**src/design/dpg_pkg.sv**
```systemverilog
package dpg_pkg;

   localparam int unsigned CharW  = 8;
   localparam int unsigned WordW  = 32;
   localparam int unsigned UnitW  = 17;
   localparam int unsigned ProdW  = WordW + UnitW;
   localparam int unsigned ShiftW = 5;

   localparam logic [CharW-1:0] CHAR_TAB   = 8'd9;
   localparam logic [CharW-1:0] CHAR_CR    = 8'd13;
   localparam logic [CharW-1:0] CHAR_SPACE = 8'd32;
   localparam logic [CharW-1:0] CHAR_PLUS  = 8'd43;
   localparam logic [CharW-1:0] CHAR_MINUS = 8'd45;
   localparam logic [CharW-1:0] CHAR_ZERO  = 8'd48;
   localparam logic [CharW-1:0] CHAR_NINE  = 8'd57;
   localparam logic [CharW-1:0] CHAR_UP_A  = 8'd65;
   localparam logic [CharW-1:0] CHAR_UP_Z  = 8'd90;
   localparam logic [CharW-1:0] CASE_GAP   = 8'd32;
   localparam logic [CharW-1:0] CHAR_LO_D  = 8'd100;
   localparam logic [CharW-1:0] CHAR_LO_H  = 8'd104;
   localparam logic [CharW-1:0] CHAR_LO_M  = 8'd109;
   localparam logic [CharW-1:0] CHAR_LO_S  = 8'd115;

   localparam logic [UnitW-1:0] UNIT_SEC  = 17'd1;
   localparam logic [UnitW-1:0] UNIT_MIN  = 17'(60);
   localparam logic [UnitW-1:0] UNIT_HOUR = 17'(60 * 60);
   localparam logic [UnitW-1:0] UNIT_DAY  = 17'(24 * 60 * 60);
   localparam logic [UnitW-1:0] UNIT_BAD  = 17'd0;

   localparam logic [WordW-1:0] DIGIT_LIMIT = 32'h7fff_ffff;
   localparam logic [WordW-1:0] DIGIT_HELD  = 32'h8000_0000;

   typedef enum logic [1:0] {
      PH_SPACE,
      PH_SIGN,
      PH_DIGITS,
      PH_STOP
   } phase_type;

   typedef enum logic [1:0] {
      S_IDLE,
      S_MUL,
      S_GCD,
      S_RESP
   } state_type;

   typedef enum logic {
      GCD_IDLE,
      GCD_RUN
   } gcd_state_type;

   typedef struct packed {
      phase_type        phase;
      logic             negative;
      logic [WordW-1:0] value;
      logic             overflow;
   } parse_type;

   function automatic logic is_digit(input logic [CharW-1:0] c);
      return (c >= CHAR_ZERO) && (c <= CHAR_NINE);
   endfunction

   function automatic logic is_space(input logic [CharW-1:0] c);
      return (c == CHAR_SPACE) || ((c >= CHAR_TAB) && (c <= CHAR_CR));
   endfunction

   function automatic logic [UnitW-1:0] unit_of(input logic [CharW-1:0] c);
      logic [CharW-1:0] lc;
      logic [UnitW-1:0] u;
      lc = c;
      if ((c >= CHAR_UP_A) && (c <= CHAR_UP_Z)) begin
         lc = c + CASE_GAP;
      end
      if (is_digit(c)) begin
         u = UNIT_SEC;
      end else if (lc == CHAR_LO_S) begin
         u = UNIT_SEC;
      end else if (lc == CHAR_LO_M) begin
         u = UNIT_MIN;
      end else if (lc == CHAR_LO_H) begin
         u = UNIT_HOUR;
      end else if (lc == CHAR_LO_D) begin
         u = UNIT_DAY;
      end else begin
         u = UNIT_BAD;
      end
      return u;
   endfunction

endpackage

```
**src/design/duration_parse_running_gcd_core.sv**
```systemverilog
// Duration parser with running gcd. Characters of a duration string are taken one per
// cycle while req_stall is low; only the final character (req_is_last) produces a
// response, and no_char on a non-final transfer is ignored. After the final character
// the block stalls its input: the S_MUL state forms value times unit on a single 32x17
// multiplier, then a shared subtract/shift unit runs a binary gcd, one step per cycle,
// and the response waits in an output register until taken.
// An empty string skips both and responds on the next cycle; any other rejected string
// skips the gcd and responds after the multiply state. rsp_seconds is 0 for rejected
// strings; rsp_common_divisor always shows the running gcd of all accepted durations,
// 0 while none is nonzero.
module duration_parse_running_gcd_core (
   input  logic                       clock,
   input  logic                       reset,
   input  logic                       req_valid,
   output logic                       req_stall,
   input  logic [dpg_pkg::CharW-1:0]  req_char_code,
   input  logic                       req_is_last,
   input  logic                       req_no_char,
   output logic                       rsp_valid,
   input  logic                       rsp_stall,
   output logic                       rsp_status,
   output logic [dpg_pkg::WordW-1:0]  rsp_seconds,
   output logic [dpg_pkg::WordW-1:0]  rsp_common_divisor
);

   dpg_pkg::state_type state_ff, state_in;
   dpg_pkg::parse_type parse_after;

   logic                       req_take;
   logic                       end_empty;
   logic                       end_char;
   logic                       negative_ff, overflow_ff;
   logic [dpg_pkg::WordW-1:0]  value_ff;
   logic [dpg_pkg::UnitW-1:0]  unit_ff;
   logic [dpg_pkg::ProdW-1:0]  product;
   logic                       mul_ok;
   logic                       status_ff;
   logic [dpg_pkg::WordW-1:0]  seconds_ff;
   logic [dpg_pkg::WordW-1:0]  gcd_ff, gcd_in;
   logic                       gcd_start, gcd_done;
   logic [dpg_pkg::WordW-1:0]  gcd_result;

   assign req_take  = req_valid && !req_stall;
   assign end_empty = req_take && req_is_last && req_no_char;
   assign end_char  = req_take && req_is_last && !req_no_char;

   dpg_parser u_parser (
      .clock       (clock),
      .reset       (reset),
      .take_i      (req_take && !req_no_char),
      .clear_i     (req_take && req_is_last),
      .char_code_i (req_char_code),
      .after_o     (parse_after)
   );

   assign product = dpg_pkg::ProdW'(value_ff) * dpg_pkg::ProdW'(unit_ff);
   assign mul_ok  = (unit_ff != dpg_pkg::UNIT_BAD) && !overflow_ff
                 && !(negative_ff && value_ff != '0)
                 && (product[dpg_pkg::ProdW-1:dpg_pkg::WordW] == '0);

   dpg_gcd u_gcd (
      .clock    (clock),
      .reset    (reset),
      .start_i  (gcd_start),
      .a_i      (gcd_ff),
      .b_i      (product[dpg_pkg::WordW-1:0]),
      .done_o   (gcd_done),
      .result_o (gcd_result)
   );

   always_comb begin
      state_in = state_ff;
      unique case (state_ff)
         dpg_pkg::S_IDLE: begin
            if (end_empty) begin
               state_in = dpg_pkg::S_RESP;
            end else if (end_char) begin
               state_in = dpg_pkg::S_MUL;
            end
         end
         dpg_pkg::S_MUL: state_in = mul_ok ? dpg_pkg::S_GCD : dpg_pkg::S_RESP;
         dpg_pkg::S_GCD: if (gcd_done) begin
            state_in = dpg_pkg::S_RESP;
         end
         dpg_pkg::S_RESP: if (!rsp_stall) begin
            state_in = dpg_pkg::S_IDLE;
         end
         default: state_in = dpg_pkg::S_IDLE;
      endcase
   end

   always_comb begin
      req_stall = (state_ff != dpg_pkg::S_IDLE);
      rsp_valid = (state_ff == dpg_pkg::S_RESP);
      gcd_start = (state_ff == dpg_pkg::S_MUL) && mul_ok;
   end

   assign gcd_in = gcd_done ? gcd_result : gcd_ff;

   always_ff @(posedge clock) begin
      if (reset) begin
         state_ff <= dpg_pkg::S_IDLE;
         gcd_ff   <= '0;
      end else begin
         state_ff <= state_in;
         gcd_ff   <= gcd_in;
      end
   end

   always_ff @(posedge clock) begin
      if (end_char) begin
         negative_ff <= parse_after.negative;
         overflow_ff <= parse_after.overflow;
         value_ff    <= parse_after.value;
         unit_ff     <= dpg_pkg::unit_of(req_char_code);
      end
      if (end_empty) begin
         status_ff  <= 1'b1;
         seconds_ff <= '0;
      end else if (state_ff == dpg_pkg::S_MUL) begin
         status_ff  <= !mul_ok;
         seconds_ff <= mul_ok ? product[dpg_pkg::WordW-1:0] : '0;
      end
   end

   assign rsp_status         = status_ff;
   assign rsp_seconds        = seconds_ff;
   assign rsp_common_divisor = gcd_ff;

endmodule

```
**src/design/dpg_parser.sv**
```systemverilog
module dpg_parser (
   input  logic                            clock,
   input  logic                            reset,
   input  logic                            take_i,
   input  logic                            clear_i,
   input  logic [dpg_pkg::CharW-1:0]       char_code_i,
   output dpg_pkg::parse_type              after_o
);

   dpg_pkg::parse_type parse_ff;
   dpg_pkg::parse_type parse_in;
   logic               digit;
   logic [dpg_pkg::WordW+3:0] acc;

   assign digit = dpg_pkg::is_digit(char_code_i);
   // value * 10 + digit, wide enough that it cannot wrap
   assign acc = {parse_ff.value, 3'b000} + {2'b00, parse_ff.value, 1'b0}
              + {(dpg_pkg::WordW)'(0), char_code_i[3:0] - dpg_pkg::CHAR_ZERO[3:0]};

   always_comb begin
      after_o = parse_ff;
      if (parse_ff.phase == dpg_pkg::PH_STOP) begin
         after_o = parse_ff;
      end else if (parse_ff.phase == dpg_pkg::PH_SPACE && !digit) begin
         if (dpg_pkg::is_space(char_code_i)) begin
            after_o = parse_ff;
         end else if (char_code_i == dpg_pkg::CHAR_PLUS ||
                      char_code_i == dpg_pkg::CHAR_MINUS) begin
            after_o.negative = (char_code_i == dpg_pkg::CHAR_MINUS);
            after_o.phase    = dpg_pkg::PH_SIGN;
         end else begin
            after_o.phase = dpg_pkg::PH_STOP;
         end
      end else if (!digit) begin
         after_o.phase = dpg_pkg::PH_STOP;
      end else begin
         after_o.phase = dpg_pkg::PH_DIGITS;
         if (acc > {4'b0000, dpg_pkg::DIGIT_LIMIT}) begin
            after_o.overflow = 1'b1;
            after_o.value    = dpg_pkg::DIGIT_HELD;
         end else begin
            after_o.value = acc[dpg_pkg::WordW-1:0];
         end
      end
   end

   always_comb begin
      parse_in = parse_ff;
      if (clear_i) begin
         parse_in = '{phase: dpg_pkg::PH_SPACE, negative: 1'b0,
                      value: '0, overflow: 1'b0};
      end else if (take_i) begin
         parse_in = after_o;
      end
   end

   always_ff @(posedge clock) begin
      if (reset) begin
         parse_ff <= '{phase: dpg_pkg::PH_SPACE, negative: 1'b0,
                       value: '0, overflow: 1'b0};
      end else begin
         parse_ff <= parse_in;
      end
   end

endmodule

```
**src/design/dpg_gcd.sv**
```systemverilog
module dpg_gcd (
   input  logic                       clock,
   input  logic                       reset,
   input  logic                       start_i,
   input  logic [dpg_pkg::WordW-1:0]  a_i,
   input  logic [dpg_pkg::WordW-1:0]  b_i,
   output logic                       done_o,
   output logic [dpg_pkg::WordW-1:0]  result_o
);

   dpg_pkg::gcd_state_type state_ff, state_in;
   logic [dpg_pkg::WordW-1:0]  a_ff, a_in, b_ff, b_in;
   logic [dpg_pkg::ShiftW-1:0] k_ff, k_in;
   logic                       finish;
   logic                       a_gt_b;
   logic [dpg_pkg::WordW-1:0]  diff;

   assign finish = (a_ff == '0) || (b_ff == '0) || (a_ff == b_ff);
   assign a_gt_b = a_ff > b_ff;
   // one shared subtractor for the odd-odd step
   assign diff   = a_gt_b ? (a_ff - b_ff) : (b_ff - a_ff);

   always_comb begin
      state_in = state_ff;
      unique case (state_ff)
         dpg_pkg::GCD_IDLE: if (start_i) begin
            state_in = dpg_pkg::GCD_RUN;
         end
         dpg_pkg::GCD_RUN: if (finish) begin
            state_in = dpg_pkg::GCD_IDLE;
         end
         default: state_in = dpg_pkg::GCD_IDLE;
      endcase
   end

   always_comb begin
      done_o = (state_ff == dpg_pkg::GCD_RUN) && finish;
      priority if (a_ff == '0) begin
         result_o = b_ff;
      end else if (b_ff == '0) begin
         result_o = a_ff;
      end else begin
         result_o = a_ff << k_ff;
      end
   end

   // binary gcd: one halving or one subtract-and-halve per cycle
   always_comb begin
      a_in = a_ff;
      b_in = b_ff;
      k_in = k_ff;
      if (start_i) begin
         a_in = a_i;
         b_in = b_i;
         k_in = '0;
      end else if (state_ff == dpg_pkg::GCD_RUN && !finish) begin
         priority if (!a_ff[0] && !b_ff[0]) begin
            a_in = a_ff >> 1;
            b_in = b_ff >> 1;
            k_in = k_ff + 1'b1;
         end else if (!a_ff[0]) begin
            a_in = a_ff >> 1;
         end else if (!b_ff[0]) begin
            b_in = b_ff >> 1;
         end else if (a_gt_b) begin
            a_in = diff >> 1;
         end else begin
            b_in = diff >> 1;
         end
      end
   end

   always_ff @(posedge clock) begin
      if (reset) begin
         state_ff <= dpg_pkg::GCD_IDLE;
      end else begin
         state_ff <= state_in;
      end
   end

   always_ff @(posedge clock) begin
      a_ff <= a_in;
      b_ff <= b_in;
      k_ff <= k_in;
   end

endmodule

```
**config.mk**
```make
export PLATFORM = sky130hd
export DESIGN_NAME = duration_parse_running_gcd_core
export DESIGN_NICKNAME = d
export VERILOG_FILES = /design/src/design/dpg_pkg.sv /design/src/design/duration_parse_running_gcd_core.sv /design/src/design/dpg_parser.sv /design/src/design/dpg_gcd.sv
export SDC_FILE = /design/constraint.sdc
export NUM_CORES = 2
export LEC_CHECK = 0
export CORE_ASPECT_RATIO = 0.7
export CORE_MARGIN = 2
export CORE_UTILIZATION = 60
export CTS_CLUSTER_SIZE = 20
export DETAILED_ROUTE_END_ITERATION = 6
export DONT_BUFFER_PORTS = 1
export PLACE_DENSITY = 0.77
export SLEW_MARGIN = 5
export SYNTH_ARGS = -nofsm -noshare
export SYNTH_HDL_FRONTEND = slang
export SYNTH_HIERARCHICAL = 1
export SYNTH_SLANG_ARGS = --single-unit
```
**constraint.sdc**
```tcl
create_clock -name clock -period 12.19 [get_ports clock]
set_clock_uncertainty 0.2 [all_clocks]
set_input_delay 2.438 -clock clock [delete_from_list [all_inputs] [get_ports clock]]
set_output_delay 2.438 -clock clock [all_outputs]
set_load 0.1 [all_outputs]
```
# Word-level counts from Yosys, hierarchy flattened
# Index checks and enable logic that the tools add are counted.
# op_classes
addsub	6
n_mul	1
n_div	0
order_cmp	8
n_eq_ne	19
n_shift	1
muxes	41
bitwise	2
reduce_logical	50
# ops
operator	count
32-bit two-way mux	17
33-bit two-way mux	2
32-bit zero test	2
32-bit subtractor	2
32-bit by 17-bit multiplier with 49-bit output	1
35-bit by 33-bit adder with 36-bit output	1
36-bit by 4-bit adder with 36-bit output	1
36-bit by 31-bit greater-than comparator with 1-bit output, second input constant	1
34-bit two-way mux	1
32-bit == test	1
8-bit by 7-bit == test with 1-bit output, second input constant	4
32-bit greater-than comparator	1
32-bit nonzero test	1
32-bit by 5-bit << shifter with 32-bit output	1
8-bit by 6-bit == test with 1-bit output, second input constant	3
1-bit logical AND	17
17-bit zero test	1
17-bit two-way mux	1
17-bit nonzero test	1
8-bit two-way mux	2
12-bit two-way mux	1
2-bit two-way mux	6
4-bit inequality test, second input constant	3
3-bit AND reduction	4
other kinds (27)	53
# word_totals
ff_bits	224
latchBits	0
ram_bits	0
mem_bits_ro	0
in_bits	14
out_inout_bits	67
wordCells	148
n_memories	0

# Logic depth before layout (Yosys ltp)
# logic_depth
ltp_word	10
mapped_depth	32
depth_no_buf	27

# By module
# The synthesis kept the hierarchy.
# by_module_without_submodules
mod	instances	cells_each	area_each_um2	seq_area_each_um2
duration_parse_running_gcd_core	1	2135	19526.2	2512.4
dpg_gcd	1	1230	9551.7	2042.0
dpg_parser	1	557	4219.0	720.7

# Worst setup path before layout
# Ideal clock, no wire load.
# synth_path
path_kind	reg-to-reg
from	reg unit_ff[3] in the netlist's numbering
to	reg u_gcd/b_ff[10] in the netlist's numbering, enable pin
setup_time_ns	0.466
t_arrival_ns	7.917
required_ns	11.524
setup_slack_ns	3.607
path_stages_with_launch	28
path_buffers	5
period_less_slack_ns	8.583
cell_sequence	edfxtp_1 > clkbuf_1 > clkbuf_1 > nand2_1 > fa_1 > fa_1 > fa_1 > inv_1 > fa_1 > fa_1 > inv_1 > fa_1 > inv_1 > ha_1 > buf_6 > a21o_1 > a31oi_1 > o211ai_1 > a221o_1 > or3_1 > xor2_1 > a2111oi_0 > nand2_1 > nor3_1 > clkbuf_1 > clkbuf_1 > nor2_1 > o31ai_1
# synth_between
elab_chain_len	7
elab_cells_between_ends	11
cone_classes	mul (1); eq/ne (1); reduce/logical (9)
# synth_rtl
item	line	source
start: declaration	duration_parse_running_gcd_core.sv:34	logic [dpg_pkg::UnitW-1:0] unit_ff;
start signal: assignment	duration_parse_running_gcd_core.sv:115	unit_ff <= dpg_pkg::unit_of(req_char_code);
branches (longest 3 deep; another with 32-bit by 17-bit multiplier with 49-bit output)	n/a	
1-bit logical AND (*)	duration_parse_running_gcd_core.sv:59	&& (product[dpg_pkg::ProdW-1:dpg_pkg::WordW] == '0);
1-bit logical AND (*)	duration_parse_running_gcd_core.sv:95	gcd_start = (state_ff == dpg_pkg::S_MUL) && mul_ok;
via gcd_start	duration_parse_running_gcd_core.sv:40	logic gcd_start, gcd_done;
4-bit inequality test (no source line), or another cell as far along	n/a	
3-bit AND reduction (no source line) (*)	n/a	
end signal: assignment	dpg_gcd.sv:83	b_ff <= b_in;
end: declaration	dpg_gcd.sv:12	logic [dpg_pkg::WordW-1:0] a_ff, a_in, b_ff, b_in;
# Mark *: on every way through the listed nets, which the timed path passes.
# A chain may end at the register's enable or synchronous reset.

# Worst setup path after layout
# layout_path
from	reg unit_ff[3] in the netlist's numbering
to	reg u_gcd/b_ff[20] in the netlist's numbering, enable pin
# The elaborated chain is that of the path after synthesis.

==> impl_metrics.json <==
{
  "cp-end-kind": "flop",
  "cts_buffers": 24,
  "die_area_um2": 57430,
  "area_delta_synth_final_pct": 3.055,
  "instances_no_fill": 4530,
  "via_per_inst": 6.336,
  "nNetsFinal": 4443,
  "max_stage_delay_ps": 1180,
  "cp.required_ps": 12190,
  "p_clk_share_pct": 8.6,
  "rows": 72,
  "synth_warnings": 6,
  "pwr-share-comb_pct": 82.6,
  "wl_met2_um": 37610,
  "crit_top_cell": "fa_1",
  "dr.first_iter.drc_count": 3581,
  "netlist_area_um2": 33300,
  "start_util_pct": 60.49,
  "seq_area_frac_synth_pct": 15.84,
  "io_pins": 81,
  "synth_edf_count": 103,
  "place_congestion": 1.066,
  "rsz0062_at_grt": "no",
  "clock_latency_ps": 570,
  "drt-met1-wl_um": 46690,
  "highest_layer": "met5",
  "path_cells": "nand2_1 -> fa_1 -> fa_1 -> fa_1 -> inv_1 -> fa_1 -> fa_1 -> inv_1 -> fa_1 -> inv_1 -> ha_1 -> a21o_1 -> a31oi_1 -> o211ai_1 -> a221o_1 -> or3_1 -> xor2_1 -> a2111oi_0 -> nand2_1 -> nor3_2 -> buf_12 -> nor2_1 -> o31ai_4 -> buf_4",
  "overflow": 0,
  "worstPathMaxFanout": 138,
  "synth_cell_types": 113,
  "grt_max_degree": 139,
  "violations": "capacitance limit",
  "io_buffers": 0,
  "grt_usage_pct": 35.58,
  "final_layout_size_suffix_gt1_share_pct": 6.341,
  "setup_tns_ps": 0,
  "outcome": "complete, but fails checks",
  "h-tree-depth": 1,
  "ys.flop_type": "dfxtp_1",
  "first_pass_iters": 6,
  "dieHeight_um": 201.1,
  "cp_num_buf_inv": 5,
  "syn_area_per_cell_um2": 8.490,
  "cpLargestDelayFamily": "adder cells",
  "power_mw": 9.108,
  "route.met3.wl_um": 14980,
  "clock_path_buffers": 3,
  "syn-num-nets": 4598,
  "grt_pass1_wl_um": 159900,
  "hpwl_um": 81740,
  "routedWlPerCell_um": 22.39,
  "clk_pin_slew_ps": 60,
  "drv_slew": 0,
  "dp.cells": 4481,
  "grt_antenna_before_repair": 1,
  "yosys-top-cells-area": "fa_1, ha_1, edfxtp_1",
  "synth_top_area_share_pct": 18.76,
  "ir_worst_vdd_v": 0.0005595,
  "grt_pass1_vias": 27500,
  "postLayoutCoreUtil_pct": 62.34,
  "slew_headroom_pct": 1.662,
  "setup_viol": 0,
  "crit_path_start_kind": "flop",
  "criticalPathCategory": "flop to flop",
  "fin_crit_sh_pct": 78.79,
  "worstMarginPinSlew_ps": 1464,
  "cts_tree": "done",
  "finalHoldViolations": 0,
  "drv_cap": 1,
  "hp-class": "flop to flop",
  "num_vias": 28700,
  "drc": 0,
  "period_needed_ps": 9605,
  "cts-root-buf": "clkbuf_16",
  "p_per_area_nw_per_um2": 265.4,
  "cts_resized": 0,
  "post_cts_buffers": 0,
  "p_leak_nw": 15.41,
  "ys_ff_latch": 212,
  "clock_sinks": 212,
  "postCtsHoldBufs": 0,
  "max_freq_mhz": 104.1,
  "synth_area_leader_cell": "fa_1",
  "critPathArrivalTime_ps": 9600,
  "die_x_um": 285.6,
  "synth-async-reset-ratio_pct": 0,
  "swShare_pct": 60.33,
  "synthCells": 3922,
  "core_area_um2": 55040,
  "net-switching-power_mw": 5.494,
  "ant_nets": 0,
  "p_int_mw": 3.613,
  "slowest_stage": "edfxtp_1",
  "seqPwrFrac_pct": 8.9,
  "totalWireLength_um": 101400
}
## flip-flops by register name, summed over array words and instances (netlist names), 2 cells and up
signal / cells
u_gcd/b_ff: 32
rsp_seconds: 32
u_gcd/a_ff: 32
rsp_common_divisor: 32
unit_ff: 5
state_ff: 2
u_parser/parse_ff: 36
u_gcd/k_ff: 5
value_ff: 32
## cell type report
cell class	count	area, um2
Multi-Input combinational cell	2873	24700
Sequential cell	212	5276
Antenna cell	5	12.51
Clock buffer	31	679.4
Inverter	627	2354
Fill cell	4729	20730
Timing Repair Buffer	29	230.2
Tap cell	740	925.9
Clock inverter	13	137.6
## layer usage
| layer | vias to the layer above | global-route usage, % |
|---|---|---|
| met5 | - | 2.750 |
| met2 | 1590 | 45.82 |
| met3 | 135 | 14.16 |
| met1 | 13870 | 55.47 |
| met4 | 6 | 5.628 |
| li1 | 13100 | - |
## cell usage after synthesis (16+ instances only)
cell type	number
o21ai_0	127
dfxtp_1	109
nor3_1	41
o31ai_1	37
buf_1	16
o211ai_1	25
o21bai_1	22
xnor2_1	86
and3_1	35
nand2_1	430
a21oi_1	231
a211oi_1	25
buf_2	32
o21ai_1	25
a31oi_1	32
o21ai_2	31
o41ai_1	32
a22oi_1	25
inv_1	625
a21o_1	63
fa_1	312
nor4_1	38
nand4_1	45
xor2_1	66
o21a_1	30
nand3_2	31
mux2i_1	55
nor2b_1	23
nor2_1	208
mux4_2	29
nand3_1	41
buf_6	21
a221oi_1	30
clkbuf_1	125
ha_1	350
and2_1	124
edfxtp_1	103
## placed cells by master, fill, tap and decap left out, types with 23 or more instances in the layout
master and count:
a211oi_1 25, a21o_1 63, a21oi_1 229, a221oi_1 30, a22oi_1 25, a31oi_1 32, and2_1 123, and3_1 35
buf_4 28, clkbuf_16 26, dfxtp_1 108, edfxtp_1 103, fa_1 312, ha_1 350, inv_1 625, mux2i_1 55
mux4_2 29, nand2_1 430, nand3_1 40, nand3_2 32, nand4_1 45, nor2_1 205, nor2b_1 23, nor3_1 40
nor4_1 38, o211ai_1 25, o21a_1 30, o21ai_0 127, o21ai_1 25, o21ai_2 31, o31ai_1 36, o41ai_1 32
xnor2_1 86, xor2_1 66
## final timing paths
kind,startpoint,cells after the start,slack (ps),to
setup / recovery,unit_ff[3],24,2590,u_gcd/b_ff[20]
hold reg to reg,u_parser/parse_ff[10],2,300,u_parser/parse_ff[10]
setup reg to reg,unit_ff[3],24,2590,u_gcd/b_ff[20]
hold / removal,u_parser/parse_ff[10],2,300,u_parser/parse_ff[10]
## power groups by stage
stage	Clock, mW	Combinational (mW)	Sequential (mW)
floorplan	0	5.44	0.781
global placement	0	7.22	0.819
detailed placement	0	7.18	0.820
CTS	0.785	7.24	0.804
global route	0.813	8.18	0.809
finish	0.781	7.52	0.807
## cells by family after synthesis
| family | Yosys count | synth area share (%) |
|---|---|---|
| buf+inv | 837 | 10.21 |
| flops | 212 | 15.84 |
| compound gates | 877 | 18.04 |
| mux | 89 | 3.784 |
| simple gates | 1093 | 16.21 |
| xor+xnor | 152 | 3.998 |
| fa+ha+maj | 662 | 31.91 |
## tightest hold or removal path, delay by kind of cell (launching register included)
| kind | cells | cell delay, ps |
|---|---|---|
| flops | 1 | 340 |
| simple gates | 1 | 70 |
| compound gates | 1 | 50 |
## through the flow
step                      hold slack, ps  setup slack, ps  cell area (um2)
final                              304.6             2585            34310
after global routing               319.3             2131            34310
after CTS                          307.0             2915            34300
after detailed placement           297.2             2951            33480
after global placement             288.5             3109            33480
after floorplan                    266.8             3607            33300
Power figures use the tool's default switching activity.
